$ cat src/sps_pkg.sv
package sps_pkg;

    localparam int CHANNELS     = 7;
    localparam int PIN_BITS     = 7;
    localparam int FIRST_START  = 532;
    localparam int SLOT_SPACING = 2782;
    localparam int BUFFER_BYTES = 16;
    localparam int INDEX_BITS   = $clog2(BUFFER_BYTES + 1);
    localparam int ADDR_BITS    = $clog2(BUFFER_BYTES);
    localparam int TARGET_POS   = 14;

    localparam logic [15:0] FRAME_TOP_RESET = 16'd19999;

    localparam logic [1:0] ACT_TICK   = 2'd0;
    localparam logic [1:0] ACT_START  = 2'd1;
    localparam logic [1:0] ACT_BYTE   = 2'd2;
    localparam logic [1:0] ACT_EDGE   = 2'd3;

    typedef logic [15:0] width_arr_t [PIN_BITS];
    typedef logic [7:0]  byte_arr_t [BUFFER_BYTES];

    localparam width_arr_t WIDTH_RESET = '{
        16'd630, 16'd1000, 16'd1500, 16'd1750, 16'd2000, 16'd2250, 16'd2100
    };

    typedef struct packed {
        logic [1:0] action;
        logic [7:0] data_byte;
    } in_t;

    typedef struct packed {
        logic [PIN_BITS-1:0] channel_pins;
        logic                target_reached;
        logic [15:0]         encoder_count;
    } out_t;

    function automatic logic [16:0] start_tick(input int idx);
        start_tick = 17'(FIRST_START + idx * SLOT_SPACING);
    endfunction

endpackage

$ cat src/sps_pins.sv
module sps_pins
(
    input  logic [15:0]                  frame_count,
    input  sps_pkg::width_arr_t          widths,
    output logic [sps_pkg::PIN_BITS-1:0] pins
);

    for (genvar i = 0; i < sps_pkg::PIN_BITS; i++)
    begin : g_chan
        if (i < sps_pkg::CHANNELS)
        begin : g_used
            localparam logic [16:0] START = sps_pkg::start_tick(i);
            localparam logic [15:0] SLOT  = 16'(sps_pkg::SLOT_SPACING);
            logic [15:0] clamp;
            logic [16:0] offset;
            logic        past_start;

            // Clamp the width to the slot so only one channel is high at once.
            assign clamp      = (widths[i] > SLOT) ? SLOT : widths[i];
            assign past_start = ({1'b0, frame_count} >= START);
            assign offset     = {1'b0, frame_count} - START;
            assign pins[i]    = past_start && (offset[15:0] < clamp);
        end
        else
        begin : g_unused
            assign pins[i] = 1'b0;
        end
    end

endmodule

$ cat src/servo_pulse_sequencer_with_encoder.sv
// Channel  | Handshake                  | Payload
// ---------+----------------------------+--------------------------------------
// in       | in_valid / in_ready        | in_data  (action, data_byte)
// out      | out_valid / out_ready      | out_data (channel_pins, target_reached,
//          |                            |           encoder_count)
// cfg      | cfg_we (no wait)           | cfg_data (frame_top)
//
// One transaction in, one transaction out; the result is registered, valid the
// cycle after acceptance. The event update and pin decode settle between the
// state and result registers, so a transaction is taken each cycle in_ready is
// high; it drops only while a result waits and out_ready is low. rst_n resets
// all state but out_data asynchronously; no clearing pass is needed.
module servo_pulse_sequencer_with_encoder
(
    input  logic            clk,
    input  logic            rst_n,
    input  logic            in_valid,
    output logic            in_ready,
    input  sps_pkg::in_t    in_data,
    output logic            out_valid,
    input  logic            out_ready,
    output sps_pkg::out_t   out_data,
    input  logic            cfg_we,
    input  logic [15:0]     cfg_data
);

    localparam int NB = sps_pkg::BUFFER_BYTES;

    // Architectural state
    logic [15:0]                       frame_top_reg;
    logic [15:0]                       frame_count_reg, frame_count_next;
    sps_pkg::byte_arr_t                rx_buf_reg, rx_buf_next;
    logic [sps_pkg::INDEX_BITS-1:0]    rx_index_reg, rx_index_next;
    // Widths follow the buffer once any byte has arrived; before that they
    // hold their reset table.
    logic                              loaded_reg, loaded_next;
    logic [15:0]                       edge_count_reg, edge_count_next;
    logic                              reached_reg, reached_next;

    // Result register
    logic                              out_valid_reg;
    sps_pkg::out_t                     out_data_reg, out_data_next;

    sps_pkg::width_arr_t               widths_next;
    logic [15:0]                       target_next;
    logic [15:0]                       edge_inc;
    logic [sps_pkg::PIN_BITS-1:0]      pins_next;
    logic                              accept;

    // Take a new transaction whenever the result slot is empty or draining.
    assign in_ready  = !out_valid_reg || out_ready;
    assign accept    = in_valid && in_ready;
    assign out_valid = out_valid_reg;
    assign out_data  = out_data_reg;

    assign edge_inc = edge_count_reg + 16'd1;

    always_comb
    begin
        frame_count_next = frame_count_reg;
        rx_buf_next      = rx_buf_reg;
        rx_index_next    = rx_index_reg;
        loaded_next      = loaded_reg;
        edge_count_next  = edge_count_reg;
        reached_next     = reached_reg;

        unique case (in_data.action)
            sps_pkg::ACT_TICK:
            begin
                // Wrap at or past the top so a lowered top takes hold at once.
                if (frame_count_reg >= frame_top_reg)
                    frame_count_next = '0;
                else
                    frame_count_next = frame_count_reg + 16'd1;
            end
            sps_pkg::ACT_START:
            begin
                rx_index_next = '0;
            end
            sps_pkg::ACT_BYTE:
            begin
                loaded_next = 1'b1;
                // Drop bytes once the buffer is full.
                if (rx_index_reg < sps_pkg::INDEX_BITS'(NB))
                begin
                    rx_buf_next[rx_index_reg[sps_pkg::ADDR_BITS-1:0]] = in_data.data_byte;
                    rx_index_next = rx_index_reg + sps_pkg::INDEX_BITS'(1);
                end
            end
            sps_pkg::ACT_EDGE:
            begin
                if (edge_inc == {rx_buf_reg[sps_pkg::TARGET_POS],
                                 rx_buf_reg[sps_pkg::TARGET_POS + 1]})
                begin
                    reached_next    = 1'b1;
                    edge_count_next = '0;
                end
                else
                begin
                    reached_next    = 1'b0;
                    edge_count_next = edge_inc;
                end
            end
            default:
            begin
                frame_count_next = frame_count_reg;
            end
        endcase

        // Target is always the last big-endian pair of the buffer.
        target_next = {rx_buf_next[sps_pkg::TARGET_POS],
                       rx_buf_next[sps_pkg::TARGET_POS + 1]};
        if (in_data.action == sps_pkg::ACT_BYTE && target_next != edge_count_reg)
            reached_next = 1'b0;

        for (int i = 0; i < sps_pkg::PIN_BITS; i++)
        begin
            widths_next[i] = loaded_next ? {rx_buf_next[2*i], rx_buf_next[2*i + 1]}
                                         : sps_pkg::WIDTH_RESET[i];
        end
    end

    sps_pins u_pins
    (
        .frame_count (frame_count_next),
        .widths      (widths_next),
        .pins        (pins_next)
    );

    always_comb
    begin
        out_data_next.channel_pins   = pins_next;
        out_data_next.target_reached = reached_next;
        out_data_next.encoder_count  = edge_count_next;
    end

    // Hold the frame top; the user must write it only while idle, which the block does not enforce.
    always_ff @(posedge clk or negedge rst_n)
    begin
        if (!rst_n)
            frame_top_reg <= sps_pkg::FRAME_TOP_RESET;
        else if (cfg_we)
            frame_top_reg <= cfg_data;
    end

    // Advance the state on every accepted transaction.
    always_ff @(posedge clk or negedge rst_n)
    begin
        if (!rst_n)
        begin
            frame_count_reg <= '0;
            rx_buf_reg      <= '{default: '0};
            rx_index_reg    <= '0;
            loaded_reg      <= 1'b0;
            edge_count_reg  <= '0;
            reached_reg     <= 1'b0;
        end
        else if (accept)
        begin
            frame_count_reg <= frame_count_next;
            rx_buf_reg      <= rx_buf_next;
            rx_index_reg    <= rx_index_next;
            loaded_reg      <= loaded_next;
            edge_count_reg  <= edge_count_next;
            reached_reg     <= reached_next;
        end
    end

    // Result slot: load on accept, empty when taken with nothing new behind it.
    always_ff @(posedge clk or negedge rst_n)
    begin
        if (!rst_n)
            out_valid_reg <= 1'b0;
        else if (accept)
            out_valid_reg <= 1'b1;
        else if (out_ready)
            out_valid_reg <= 1'b0;
    end

    always_ff @(posedge clk)
    begin
        if (accept)
            out_data_reg <= out_data_next;
    end

endmodule

$ cat config.mk
export PLATFORM = sky130hd
export DESIGN_NAME = servo_pulse_sequencer_with_encoder
export DESIGN_NICKNAME = d
export VERILOG_FILES = /design/src/sps_pkg.sv /design/src/sps_pins.sv /design/src/servo_pulse_sequencer_with_encoder.sv
export SDC_FILE = /design/constraint.sdc
export NUM_CORES = 1
export LEC_CHECK = 0
export BUFFER_PORTS_ARGS = -buffer_cell sky130_fd_sc_hd__buf_4
export CORE_ASPECT_RATIO = 0.9
export CORE_MARGIN = 8
export CORE_UTILIZATION = 55
export DETAILED_ROUTE_END_ITERATION = 7
export PLACE_DENSITY = 0.84
export SYNTH_ARGS = -nofsm -noshare
export SYNTH_HDL_FRONTEND = slang
export SYNTH_HIERARCHICAL = 1
export SYNTH_SLANG_ARGS = --single-unit
export TNS_END_PERCENT = 50
$ cat constraint.sdc
create_clock -name clk -period 8.8 [get_ports clk]
set_input_delay 0.88 -clock clk [delete_from_list [all_inputs] [get_ports clk]]
set_output_delay 0.88 -clock clk [all_outputs]
set_load 0.01 [all_outputs]
==> reports/results.ini <==
[sta]
setup_viol=0
fin_crit_ns=6.61
hold_viol=0
clock.fmax_ghz=0.151
worstMarginPinSlew_ns=1.30
post-route-period-util=0.751
fin_setup_tns_ns=0
finalClockSkew_ns=0.0206
relSlewSlack=0.136
whs_ns=0.449
rsz0062_at_grt=no
final_max_slew_viol_count=0

[global_route]
grt_pass1_wl_mm=79.3
overflow=0
gr-usage-all-layers=0.256
antenna_found_initial=0
grt_pass1_vias=15300
grt_max_degree=103

[yosys]
synthXorXnorAreaFrac=0.0587
synth_top_family_by_area=simple AND/OR/NAND/NOR gates
synth_compound_area_frac=0.162
avgSynthCellArea_um2=8.70
syn_inst=1974
yosysSeqAreaShare=0.311
synth_top_cell_by_area=dfrtp_1
yosys_warnings=6
syn-cell-area_um2=17200
synth_top_area_frac=0.255
synthAdderAreaFrac=0.106
ys_ff_latch=208
ys_async_sr_fraction=0.885
synthFlopType=dfrtp_1
synth.mux.area_fraction=0.116
synth_area_leaders=dfrtp_1 (26%), ha_1 (11%), mux2_2 (8.8%)
synth_edf_count=24
synth_cell_types=94
synthSimpleGateAreaFrac=0.206

[placement]
post-dp-hpwl_mm=34.0
portBuffers=56
gp_congestion=0.976

[routing]
wl_per_cell_um=20.3
vias=15600
drt_pass1_iterations=6
drc=0
postRouteAntennaNets=0
drt-initial-drc-count=1618
drt-vias-per-instance=6.45
drt-total-wl_mm=49.0

[clock_tree]
cts_tree=yes
cts_buffers=24
clk_path_buf_depth=3
clock-root-buffer=clkbuf_16
cts_setup_buffers=0
clk_pin_slew_worst_paths_ns=0.07
cts.sinks=208
ctsResizeCount=0
clk_latency_ns=0.54
htreeDepth=1
hold_buffers=0

[layout]
diodes=0
fill_cells=2538
final_common_cell=nor2_1
largest_reg_flops=128
drive_gt1_frac=0.165
area_delta_synth_final_pct=9.63
utilization=0.610
finish.net_count=2167
final_cell_mix=nor2_1 (209), nand2_1 (187), dfrtp_1 (175)

[critical_path]
cp_max_fo=12
crit_buf_inv=2
cp.required_ns=9.16
crit_path_start_kind=flop
max_stage_delay_ns=0.59
criticalPathCategory=flop to flop
crit_chain=inv_1 -> ha_1 -> a2111oi_0 -> o21ai_0 -> a221oi_1 -> nor2_1 -> nor2_1 -> a22o_1 -> clkinv_1 -> ha_1 -> a21o_1 -> a21oi_1 -> o21bai_1 -> xnor2_1 -> ha_1 -> a21o_1 -> a21o_1 -> a211oi_1 -> o221ai_1 -> a41oi_1
end_kind=flop
cp_slowest_cell=clkinv_1
crit_arrival_ns=6.97
path_delay_family=compound AO/OA/AOI/OAI gates

[floorplan]
initial_utilization=0.557
core.rowCount=61
core-area_um2=30800
die_y_um=184
num_io_pins=57
dieArea_um2=37100
die_x_um=202

[job]
cap_viol_max_count=0

[outcome]
status=finished clean

[pwr]
ir_drop_uv=161
power_leakage_nw=8.32
powerDensity_nw_per_um2=219

[min_path]
hp-class=primary input to asynchronous set/reset pin

stage by stage:
| stage | power, mW | area [um^2] | worst slack (ns) | instances |
|---|---|---|---|---|
| CTS | 4.09 | 18800 | 2.44 | 2418 |
| finish | 4.12 | 18800 | 2.19 | 2418 |
| global route | 4.36 | 18800 | 1.94 | 2418 |
| detailed placement | 2.95 | 17900 | 2.49 | 2374 |
| global placement | 2.86 | 17900 | 2.89 | 2374 |
| floorplan | 2.48 | 17300 | 3.55 | 2001 |
final cells by class:
| class | count | area [um^2] | share of cell area |
|---|---|---|---|
| multi-input cells | 1620 | 11300 | 0.599 |
| flip-flops and latches | 208 | 5340 | 0.284 |
| clock buffers | 34 | 719 | 0.0382 |
| repair buffers | 79 | 597 | 0.0317 |
| well taps | 409 | 512 | 0.0272 |
| inverters | 58 | 218 | 0.0116 |
| clock inverters | 10 | 158 | 0.00838 |
metal layers:
| metal | vias to the layer above | track usage | routed length [um] |
|---|---|---|---|
| met2 | 781 | 0.417 | 22300 |
| met5 | - | 0 | 0 |
| li1 | 7161 | - | - |
| met3 | 161 | 0.0483 | 4310 |
| met1 | 7485 | 0.332 | 20300 |
| met4 | 0 | 0.109 | 2100 |
power breakdown:
part           switching (mW)  internal, mW
Sequential              0.146          1.14
Combinational            1.04         0.677
Clock                   0.428         0.686
Total                    1.61          2.50
cell families (layout without fill, tap and decap cells):
kind of cell | Yosys count | count (layout)
adder cells (fa/ha/maj) | 145 | 145
flip-flops | 208 | 208
XOR/XNOR | 115 | 115
multiplexers | 183 | 183
AND/OR/NAND/NOR | 718 | 718
buffers and inverters | 173 | 181
other | 1 | 28
AO/OA/AOI/OAI | 431 | 431
path summary, 6_finish.rpt:
check	end	cells past startpoint	slack [ns]	startpoint
setup / recovery	out_data[20]	20	2.19	frame_top_reg[3]
hold / removal	rx_index_reg[0]	1	0.45	rst_n
setup reg to reg	out_data[20]	20	2.19	frame_top_reg[3]
hold reg to reg	rx_buf_reg[48]	1	0.51	rx_buf_reg[48]
max in group asynchronous	frame_count_reg[9]	2	6.75	rst_n
min in group clk	rx_buf_reg[48]	1	0.51	rx_buf_reg[48]
Yosys cell counts (22+ instances only):
cell and n:
inv_1 54, nand2b_1 22, dfrtp_1 175, nor2_1 209, nand2_1 187, nand3_1 102, mux2i_1 49, nor3_1 22
clkbuf_1 86, o211ai_1 31, a21o_1 23, xnor2_1 74, mux2_2 134, ha_1 145, xor2_1 41, edfxtp_1 24
nand4_1 44, a21oi_1 128, o21ai_0 99
Power figures use the tool's default switching activity.
